**src/design/gwm_pkg.sv**
```systemverilog
// Package for the glob wildcard matcher.
// Holds pattern geometry, special pattern bytes, register indexes and the cell control struct.
// No dependencies.
`timescale 1ns / 1ps

package gwm_pkg;

    // Pattern storage: four 64-bit registers of eight bytes each
    localparam int PAT_WORDS       = 4;
    localparam int PAT_WORD_W      = 64;
    localparam int BYTE_W          = 8;
    localparam int BYTES_PER_WORD  = PAT_WORD_W / BYTE_W;
    localparam int PAT_BYTES       = PAT_WORDS * BYTES_PER_WORD;
    localparam int LEN_W           = 6;
    localparam int PATTERN_MAX_DEF = 32;

    // Pattern bytes with a special meaning
    localparam logic [BYTE_W-1:0] STAR_BYTE = 8'h2A;
    localparam logic [BYTE_W-1:0] ANY_BYTE  = 8'h3F;

    // Register indexes on the config port
    localparam int CFG_IDX_W = 3;
    localparam logic [CFG_IDX_W-1:0] CFG_LEN   = 3'd0;
    localparam logic [CFG_IDX_W-1:0] CFG_WORD0 = 3'd1;

    // Control shared by every cell of the chain
    typedef struct packed {
        logic step;     // a character word is taken this cycle
        logic restart;  // that word ends the string (last or empty)
    } t_cell_ctl;

endpackage

```
**src/design/gwm_cell.sv**
```systemverilog
// One cell of the live-position chain: holds one live bit of the NFA.
// Computes closure, advance and closure again for its position from its neighbor's carries.
// Depends on gwm_pkg.
`timescale 1ns / 1ps

module gwm_cell
    import gwm_pkg::*;
#(
    parameter logic START_BIT = 1'b0
) (
    input  logic              i_clk,
    input  logic              i_rst_n,
    input  t_cell_ctl         i_ctl,
    input  logic [BYTE_W-1:0] i_pat_byte,
    input  logic [BYTE_W-1:0] i_char,
    input  logic              i_active,   // position below pattern length
    input  logic              i_inside,   // position not beyond pattern length
    input  logic              i_pcarry,   // closure carry, live set before the character
    input  logic              i_shift,    // advance from the lower neighbor
    input  logic              i_carry,    // closure carry, current string
    input  logic              i_scarry,   // closure carry, start state
    output logic              o_pcarry,
    output logic              o_shift,
    output logic              o_carry,
    output logic              o_scarry,
    output logic              o_closed,
    output logic              o_sclosed
);

    logic r_live;
    logic n_live;
    logic is_star;
    logic hit;
    logic pre;
    logic adv;

    // Classify the pattern byte at this position
    assign is_star = i_active && (i_pat_byte == STAR_BYTE);
    assign hit     = i_active && (i_pat_byte != STAR_BYTE)
                     && ((i_pat_byte == ANY_BYTE) || (i_pat_byte == i_char));

    // Stored live set closed against the current pattern
    assign pre      = (r_live || i_pcarry) && i_inside;
    assign o_pcarry = pre && is_star;

    // Advance: a star keeps its position, a hit moves on to the neighbor
    assign o_shift = pre && hit;
    assign adv     = o_pcarry || i_shift;

    // Star closure rippling up the chain
    assign o_closed  = (adv || i_carry) && i_inside;
    assign o_carry   = o_closed && is_star;
    assign o_sclosed = (START_BIT || i_scarry) && i_inside;
    assign o_scarry  = o_sclosed && is_star;

    // Next live bit
    always_comb begin
        priority if (i_ctl.restart) begin
            n_live = START_BIT;
        end else if (i_ctl.step) begin
            n_live = o_closed;
        end else begin
            n_live = r_live;
        end
    end

    always_ff @(posedge i_clk) begin
        if (!i_rst_n) begin
            r_live <= START_BIT;
        end else begin
            r_live <= n_live;
        end
    end

endmodule

```
**src/design/glob_wildcard_matcher.sv**
```systemverilog
// Top level of the glob wildcard matcher: config registers, cell chain, output register.
// Depends on gwm_pkg and gwm_cell.
`timescale 1ns / 1ps

// Matches a stream of characters against a glob pattern of up to 32 bytes
// ('*' any run, '?' any one character, other bytes literal; a zero byte is an
// ordinary character). One character word is taken per cycle, back to back;
// the result of a string leaves through the output register in the cycle after
// its last word (or its empty-string word) is taken, and a waiting result
// holds off the input only while the sink is not ready. Each word is handled by
// the chain of PATTERN_MAX+1 cells: combinationally, the star closure of
// the stored live positions ripples up the chain, the character advances each
// live position, and the closure ripples up the chain again. Config writes are
// taken at once and never stall the input; the stored live positions are kept
// and closed against the current pattern when the next word arrives, so a
// string in progress carries on with the new pattern.
module glob_wildcard_matcher
    import gwm_pkg::*;
#(
    parameter int PATTERN_MAX = PATTERN_MAX_DEF
) (
    input  logic                  i_clk,
    input  logic                  i_rst_n,
    // Config write channel
    input  logic                  i_cfg_valid,
    output logic                  o_cfg_ready,
    input  logic [CFG_IDX_W-1:0]  i_cfg_index,
    input  logic [PAT_WORD_W-1:0] i_cfg_data,
    // Character stream
    input  logic                  s_axis_tvalid,
    output logic                  s_axis_tready,
    input  logic [7:0]            s_axis_tdata,   // [7:0] char_byte
    input  logic                  s_axis_tlast,   // last_char
    input  logic                  s_axis_tuser,   // empty_string
    // Match results
    output logic                  m_axis_tvalid,
    input  logic                  m_axis_tready,
    output logic [7:0]            m_axis_tdata    // [0] matched, [7:1] zero
);

    localparam int NW = $clog2(PATTERN_MAX + 1);

    logic [LEN_W-1:0]      r_len;
    logic [PAT_WORD_W-1:0] r_pat [PAT_WORDS];
    logic                  r_out_valid;
    logic                  r_out_matched;
    logic                  n_out_valid;
    logic                  n_out_matched;

    logic [NW-1:0]         eff_len;
    logic                  in_accept;
    logic                  cfg_accept;
    t_cell_ctl             ctl;

    logic [PATTERN_MAX+1:0] pcarry;
    logic [PATTERN_MAX+1:0] shift;
    logic [PATTERN_MAX+1:0] carry;
    logic [PATTERN_MAX+1:0] scarry;
    logic [PATTERN_MAX:0]   closed;
    logic [PATTERN_MAX:0]   sclosed;

    // Handshakes
    assign o_cfg_ready   = 1'b1;
    assign cfg_accept    = i_cfg_valid && o_cfg_ready;
    assign s_axis_tready = !r_out_valid || m_axis_tready;
    assign in_accept     = s_axis_tvalid && s_axis_tready;

    // Config registers
    always_ff @(posedge i_clk) begin
        if (!i_rst_n) begin
            r_len <= '0;
            for (int w = 0; w < PAT_WORDS; w++) begin
                r_pat[w] <= '0;
            end
        end else if (cfg_accept) begin
            if (i_cfg_index == CFG_LEN) begin
                r_len <= i_cfg_data[LEN_W-1:0];
            end
            for (int w = 0; w < PAT_WORDS; w++) begin
                if (i_cfg_index == CFG_WORD0 + CFG_IDX_W'(w)) begin
                    r_pat[w] <= i_cfg_data;
                end
            end
        end
    end

    // Pattern length saturated at PATTERN_MAX
    always_comb begin
        if ({1'b0, r_len} > (LEN_W + 1)'(PATTERN_MAX)) begin
            eff_len = NW'(PATTERN_MAX);
        end else begin
            eff_len = NW'(r_len);
        end
    end

    // Cell control
    assign ctl.step    = in_accept;
    assign ctl.restart = in_accept && (s_axis_tlast || s_axis_tuser);

    // Chain ends
    assign pcarry[0] = 1'b0;
    assign shift[0]  = 1'b0;
    assign carry[0]  = 1'b0;
    assign scarry[0] = 1'b0;

    // Row of cells, one per pattern position plus the accepting position
    for (genvar k = 0; k <= PATTERN_MAX; k++) begin : g_cell
        localparam logic [NW-1:0] POS = NW'(k);
        logic [BYTE_W-1:0] pat_byte;

        if (k < PAT_BYTES) begin : g_byte
            assign pat_byte = r_pat[k / BYTES_PER_WORD][(k % BYTES_PER_WORD) * BYTE_W +: BYTE_W];
        end else begin : g_zero
            assign pat_byte = '0;
        end

        gwm_cell #(
            .START_BIT (k == 0)
        ) u_cell (
            .i_clk      (i_clk),
            .i_rst_n    (i_rst_n),
            .i_ctl      (ctl),
            .i_pat_byte (pat_byte),
            .i_char     (s_axis_tdata),
            .i_active   (POS < eff_len),
            .i_inside   (POS <= eff_len),
            .i_pcarry   (pcarry[k]),
            .i_shift    (shift[k]),
            .i_carry    (carry[k]),
            .i_scarry   (scarry[k]),
            .o_pcarry   (pcarry[k+1]),
            .o_shift    (shift[k+1]),
            .o_carry    (carry[k+1]),
            .o_scarry   (scarry[k+1]),
            .o_closed   (closed[k]),
            .o_sclosed  (sclosed[k])
        );
    end

    // Output register
    always_comb begin
        n_out_valid   = r_out_valid;
        n_out_matched = r_out_matched;
        if (m_axis_tready) begin
            n_out_valid = 1'b0;
        end
        if (ctl.restart) begin
            n_out_valid   = 1'b1;
            n_out_matched = s_axis_tuser ? sclosed[eff_len] : closed[eff_len];
        end
    end

    always_ff @(posedge i_clk) begin
        if (!i_rst_n) begin
            r_out_valid <= 1'b0;
        end else begin
            r_out_valid <= n_out_valid;
        end
    end

    always_ff @(posedge i_clk) begin
        r_out_matched <= n_out_matched;
    end

    assign m_axis_tvalid = r_out_valid;
    assign m_axis_tdata  = {7'd0, r_out_matched};

    // Checks
    a_ready_when_empty: assert property (@(posedge i_clk) disable iff (!i_rst_n)
        !r_out_valid |-> s_axis_tready)
        else $error("input not ready with the output register empty");

    a_out_held: assert property (@(posedge i_clk) disable iff (!i_rst_n)
        (m_axis_tvalid && !m_axis_tready) |=> (m_axis_tvalid && $stable(m_axis_tdata)))
        else $error("result word changed while stalled");

    a_restart_gives_result: assert property (@(posedge i_clk) disable iff (!i_rst_n)
        ctl.restart |=> r_out_valid)
        else $error("string end produced no result");

    a_restart_start_live: assert property (@(posedge i_clk) disable iff (!i_rst_n)
        ctl.restart |=> g_cell[0].u_cell.r_live)
        else $error("start position not live after string end");

endmodule

```
**config.mk**
```make
export PLATFORM = sky130hd
export DESIGN_NAME = glob_wildcard_matcher
export DESIGN_NICKNAME = d
export VERILOG_FILES = /design/src/design/gwm_pkg.sv /design/src/design/gwm_cell.sv /design/src/design/glob_wildcard_matcher.sv
export SDC_FILE = /design/constraint.sdc
export NUM_CORES = 1
export LEC_CHECK = 0
export BUFFER_PORTS_ARGS = -buffer_cell sky130_fd_sc_hd__clkbuf_2
export CORE_MARGIN = 2
export CORE_UTILIZATION = 51
export DETAILED_ROUTE_END_ITERATION = 8
export GPL_TIMING_DRIVEN = 1
export PLACE_DENSITY = 0.7
export SLEW_MARGIN = 10
export SYNTH_ARGS = -nofsm -noshare
export SYNTH_HDL_FRONTEND = slang
export SYNTH_SLANG_ARGS = --single-unit
```
**constraint.sdc**
```tcl
create_clock -name i_clk -period 14.9 [get_ports i_clk]
set_input_delay 2.235 -clock i_clk [delete_from_list [all_inputs] [get_ports i_clk]]
set_output_delay 2.235 -clock i_clk [all_outputs]
set_load 0.05 [all_outputs]
```
==> results of run 1 <==
## worst max-delay path by stage
| stage | start | end | slack [ns] |
|---|---|---|---|
| 3_5_place_dp | s_axis_tdata[1] | r_out_matched | 8.16 |
| 5_1_grt | s_axis_tdata[4] | r_out_matched | 8.24 |
| 3_3_place_gp | s_axis_tdata[3] | r_out_matched | 8.24 |
| 6_report | s_axis_tdata[3] | r_out_matched | 8.59 |
| 2_1_floorplan | i_cfg_valid | r_pat[1][0] | 7.28 |
| 4_1_cts | s_axis_tdata[1] | r_out_matched | 8.72 |
## state kept, by name (all words and copies together) (netlist names)
register and cells:
m_axis_tvalid 1, g_cell.u_cell.r_live 32, r_out_matched 1, r_len 6, r_pat 256
## stage by stage
stage,instances,hold slack [ns],setup WS (ns)
2_1_floorplan,1935,0.432,7.28
3_3_place_gp,2417,0.440,8.24
3_5_place_dp,2417,0.451,8.16
4_1_cts,2476,0.458,8.72
5_1_grt,2476,0.494,8.24
6_report,2476,0.459,8.59
## cell usage in the layout (no fill, tap or decap), drive strengths merged, types with 9 or more instances in the layout
cell type and n:
buf 31, edfxtp 257, a211oi 21, clkbuf 120, dfxtp 39, and3 21
or4 12, xnor2 184, o21ai 77, o221ai 9, o2111ai 10, a21o 14
a21oi 81, xor2 72, o31ai 20, a31oi 14, or3 30, nor3 61
inv 25, nand3 36, o22ai 9, or2 17, nand4 70, nand2b 11
clkinv 16, o21a 9, nand2 120, a2111oi 9, nor4 36, o211ai 16
nor2 165, and2 278
## power by group
group	switching, mW	internal (mW)
registers	0.0506	0.956
clock network	0.352	0.483
logic	0.139	0.0848
total	0.542	1.52
## per-layer routing
metal,up-vias,global-route usage (%)
met3,147,5.21
li1,7133,-
met5,-,0
met1,7704,44.3
met2,756,51.6
met4,0,11.9
## cells by family after synthesis
logic type             Yosys count  share of synthesized area [%]
AND/OR/NAND/NOR                885                           25.6
buffers and inverters          123                           2.92
other                            2                         0.0400
flip-flops                     296                           45.2
AO/OA/AOI/OAI                  360                           13.9
multiplexers                     7                          0.380
XOR/XNOR                       256                           11.9
## area by class of cell
type	count	area, sq um
fillers	3186	15700
flip-flops and latches	296	8500
multi-input cells	1516	9830
inverters	22	82.6
well taps	468	586
clock inverters	23	206
clock buffers	36	880
repair buffers	115	653
## critical path, stage by stage
cell	delay, ns
clkbuf_2	0.08
buf_4	0.56
xor2_1	0.20
nor4_1	0.06
a21oi_1	0.34
or3_1	0.19
a31oi_1	0.11
a221o_1	0.41
o21ai_2	0.21
a2111oi_2	0.15
nor4_4	0.32
a21boi_0	0.23
o31ai_1	0.25
a211oi_1	0.10
a2111oi_0	0.62
and4_1	0.29
nand4_1	0.07
o2bb2ai_1	0.15
==> impl_metrics.py, run 1 <==
metrics = {
    "outcome": {
        "outcome": "complete, no violations",
    },
    "final_layout": {
        "finish.net_count": 2067,
        "antenna_cells": 0,
        "final_util_pct": 56.9,
        "final_area_sq_mm": 0.0207,
        "syn2layout_area_growth_pct": 10.4,
        "drive_gt1_share_pct": 11.7,
    },
    "clocking": {
        "cts_tree": "done",
        "cts_buffers": 34,
        "clk_pin_slew_ns": 0.06,
        "post_cts_buffers": 0,
        "postCtsResizedCells": 0,
        "clock_path_buffers": 3,
        "clk_latency_ns": 0.55,
        "htreeDepth": 2,
        "cts_sinks": 296,
        "hold_buffers": 0,
        "root_buffer": "clkbuf_16",
    },
    "placed_design": {
        "io_buffers": 84,
        "place_area_sq_mm": 0.0197,
        "dp_hpwl_um": 42300,
        "gp_congestion": 1.03,
    },
    "sta": {
        "maxSlewViolCount": 0,
        "worst_clock_skew_ns": 0.0222,
        "worst_slew_pin_slew_ns": 1.16,
        "fin_crit_sh_pct": 42.3,
        "slew_headroom_pct": 22.0,
        "fin_crit_ns": 6.31,
        "hold_viol": 0,
        "fmax_mhz": 159,
        "setup_viol": 0,
        "timing.setup.tns_ns": 0,
        "rsz0062_at_grt": "no",
    },
    "route": {
        "wl_per_cell_um": 24.9,
        "first_pass_iters": 6,
        "vias_per_cell": 6.36,
        "vias": 15740,
        "antenna_left": 0,
        "totalWireLength_um": 61600,
        "route.detailed.drc": 0,
        "wl_met3_um": 5320,
        "top_layer": "met4",
        "drt_iter0_drc": 1607,
        "met2WireLength_um": 28400,
        "wl_met1_um": 25800,
    },
    "synthesis": {
        "synth_ff_type": "edfxtp_1",
        "synthTopCellsByCount": "276 x and2_1, 257 x edfxtp_1, 184 x xnor2_1, 164 x nor2_1, 119 x nand2_1",
        "netlist_instances": 1929,
        "synth.most_common_cell": "and2_1",
        "yosysUniqueCellTypes": 97,
        "syn_area_per_cell_sq_um": 9.74,
        "yosysTopAreaCell": "edfxtp_1",
        "synth-seq-cells": 296,
        "synth_area_sq_mm": 0.0188,
        "yosysWarningCount": 0,
        "synth.top_cell.area_share_pct": 41.1,
        "synth.top_cells.by_area": "edfxtp_1 41%, and2_1 9.2%, xnor2_1 8.6%",
        "synth_seq_area_share_pct": 45.2,
        "synth_edf_count": 257,
        "synthArstFlopShare_pct": 0,
    },
    "floorplanning": {
        "boundaryPins": 93,
        "core_area_sq_mm": 0.0364,
        "row_count": 70,
        "initial_core_util_pct": 51.6,
        "die_width_um": 196,
        "die_h_um": 196,
        "fp.dieArea_sq_mm": 0.0384,
    },
    "pwr": {
        "p_leak_nw": 6.92,
        "peakVddDrop_mv": 0.0985,
        "power_mw": 2.07,
        "power_density_mw_per_mm2": 99.6,
    },
    "min_path": {
        "min_from": "g_cell[19].u_cell.r_live",
        "holdPathEnd": "g_cell[19].u_cell.r_live",
        "min_path_cells": 2,
        "hold_class": "reg -> reg",
    },
    "job": {
        "max_cap_viol_count": 0,
    },
    "setup_path": {
        "rr_endpoint": "r_out_matched",
        "cp_max_fo": 32,
        "path_class": "in -> reg",
        "timing.rr.start": "r_len[5]",
        "r2r.worst_path.cells": 17,
        "critPathLaunchType": "input port",
        "crit_required_ns": 15.19,
        "arrival_ns": 6.59,
        "reg2reg_slack_ns": 8.89,
        "crit_path_end_kind": "register",
    },
    "global_route": {
        "track_usage_pct": 32.2,
        "grt_max_degree": 65,
        "grt_pass1_wl_um": 93400,
        "gr-total-overflow": 0,
        "grt_pass1_vias": 15275,
        "antenna_found_initial": 0,
    },
}
Note: power is estimated with default switching activity, not from simulation.
==> run 2, diff against run 1 <==
Clock period 14.9 ns to 6.35 ns, I/O delays scaled along.
==> run 2 against run 1 <==
Effect of this change:
- worst setup slack got worse by 7.9 ns
- sequential cell count did not move
- clock power rose to 2.5 times the previous value
- final area rose by 1.3%
- routed wire length rose by 4.1%
- core utilization rose by 0.73 points
- largest cell class unchanged
==> impl_metrics.py, run 2 (same netlist as run 1, synthesis figures left out) <==
metrics = {
    "final_layout": {
        "drive_gt1_share_pct": 12.5,
        "largest_register": "r_pat",
        "final_cells": 2499,
        "layout_common_cells": "276 x and2_1, 257 x edfxtp_1, 184 x xnor2_1, 162 x nor2_1, 117 x nand2_1",
        "finish.net_count": 2087,
        "final_util_pct": 57.7,
        "reg.largest.list": "r_pat: 256 flops, g_cell.u_cell.r_live: 32 flops, r_len: 6 flops",
        "layout_commonest_cell": "and2_1",
        "final_area_sq_mm": 0.0210,
        "antenna_cells": 0,
        "largest_register_ff_count": 256,
        "syn2layout_area_growth_pct": 11.8,
    },
    "placed_design": {
        "place_area_sq_mm": 0.0198,
        "dp_slack_ns": 0.901,
        "dp.cells": 2436,
        "io_buffers": 84,
        "dp_hpwl_um": 45900,
        "gp_congestion": 0.982,
    },
    "route": {
        "first_pass_iters": 5,
        "totalWireLength_um": 64100,
        "antenna_left": 0,
        "drt_iter0_drc": 1543,
        "vias_per_cell": 6.35,
        "route.detailed.drc": 0,
        "vias": 15877,
        "wl_per_cell_um": 25.7,
    },
    "sta": {
        "fin_ws_ns": 0.735,
        "fin_crit_sh_pct": 88.4,
        "fin_crit_ns": 5.61,
        "slew_headroom_pct": 21.2,
        "fmax_mhz": 178,
        "whs_ns": 0.462,
        "setup_viol": 0,
        "worst_clock_skew_ns": 0.0131,
        "timing.setup.tns_ns": 0,
        "maxSlewViolCount": 0,
        "rsz0062_at_grt": "no",
        "hold_viol": 0,
        "worst_slew_pin_slew_ns": 1.17,
    },
    "floorplanning": {
        "core_area_sq_mm": 0.0364,
        "boundaryPins": 93,
        "die_width_um": 196,
        "row_count": 70,
        "fp.dieArea_sq_mm": 0.0384,
        "initial_core_util_pct": 51.6,
        "die_h_um": 196,
    },
    "clocking": {
        "htreeDepth": 2,
        "cts_sinks": 296,
        "clock_path_buffers": 3,
        "hold_buffers": 0,
        "root_buffer": "clkbuf_16",
        "cts_buffers": 35,
        "cts_tree": "done",
        "postCtsResizedCells": 0,
        "post_cts_buffers": 0,
        "clk_pin_slew_ns": 0.06,
        "clk_latency_ns": 0.56,
    },
    "pwr": {
        "peakVddDrop_mv": 0.223,
        "power_frac_clock_pct": 41.9,
        "p_comb_share_pct": 10.8,
        "p_sw_mw": 1.33,
        "p_leak_nw": 7.06,
        "seq_power_share_pct": 47.3,
        "switching_share_pct": 26.6,
        "power_density_mw_per_mm2": 239,
        "power_mw": 5.01,
        "p_int_mw": 3.68,
    },
    "setup_path": {
        "arrival_ns": 6.02,
        "timing.rr.start": "r_len[5]",
        "crit_required_ns": 6.75,
        "crit_family": "compound AO/OA/AOI/OAI gates",
        "cpMostUsedCell": "o21ai_1",
        "cp_cell_sequence": "or3_4 -> nor2_1 -> or3_1 -> o21ai_1 -> a31oi_4 -> o31ai_1 -> o21ai_1 -> o22ai_2 -> a21oi_1 -> o31ai_2 -> a221oi_4 -> a2111oi_0 -> o2111ai_1 -> and4_1 -> nand4_1 -> o2bb2ai_1",
        "critPathBufInv": 0,
        "cp_slowest_cell": "o31ai_1",
        "cp-startpoint": "r_len[5]",
        "crit_path_max_incr_delay_ns": 0.75,
        "cp_max_fo": 16,
        "crit_path_end_kind": "register",
        "critPathLaunchType": "register",
        "path_class": "reg -> reg",
    },
    "outcome": {
        "outcome": "complete, no violations",
    },
    "global_route": {
        "track_usage_pct": 33.5,
        "grt_max_degree": 65,
        "grt_pass1_vias": 15534,
        "grt_pass1_wl_um": 96200,
        "gr-total-overflow": 0,
        "antenna_found_initial": 0,
    },
    "min_path": {
        "hold_class": "reg -> reg",
        "min_from": "g_cell[19].u_cell.r_live",
    },
    "job": {
        "max_cap_viol_count": 0,
    },
}
run 2: worst reg2reg max path, cell delays in order, from the launching register on:
cell	delay (ns)
dfxtp_1	0.71
or3_4	0.36
nor2_1	0.07
or3_1	0.43
o21ai_1	0.63
a31oi_4	0.20
o31ai_1	0.75
o21ai_1	0.17
o22ai_2	0.25
a21oi_1	0.13
o31ai_2	0.40
a221oi_4	0.17
a2111oi_0	0.61
o2111ai_1	0.15
and4_1	0.23
nand4_1	0.07
o2bb2ai_1	0.12
run 2: layout make-up:
type / count / area [sq um]
multi-input cells: 1516 / 9830
inverters: 22 / 82.6
repair buffers: 134 / 833
clock buffers: 36 / 880
clock inverters: 27 / 292
flip-flops and latches: 296 / 8500
well taps: 468 / 586
fillers: 3165 / 15400
run 2: path summary, 6_finish.rpt:
| path | slack, ns | cells past startpoint | endpoint |
|---|---|---|---|
| hold / removal | 0.46 | 2 | g_cell[19].u_cell.r_live |
| setup reg to reg | 0.74 | 16 | r_out_matched |
| hold reg to reg | 0.46 | 2 | g_cell[19].u_cell.r_live |
| setup / recovery | 0.74 | 16 | r_out_matched |
run 2: power groups by stage:
stage / Sequential (mW) / Combinational [mW] / Clock [mW]
final: 2.37 / 0.543 / 2.10
after global routing: 2.38 / 0.583 / 2.19
after CTS: 2.37 / 0.536 / 2.12
after detailed placement: 2.40 / 0.532 / 0
after global placement: 2.40 / 0.521 / 0
after floorplan: 2.37 / 0.364 / 0
run 2: layer usage:
metal / GRT usage, % / share of wire [%]
met1: 45.7 / 42
met2: 53.7 / 46
met3: 5.59 / 8.1
met4: 12.6 / 3.4
met5: 0 / 0
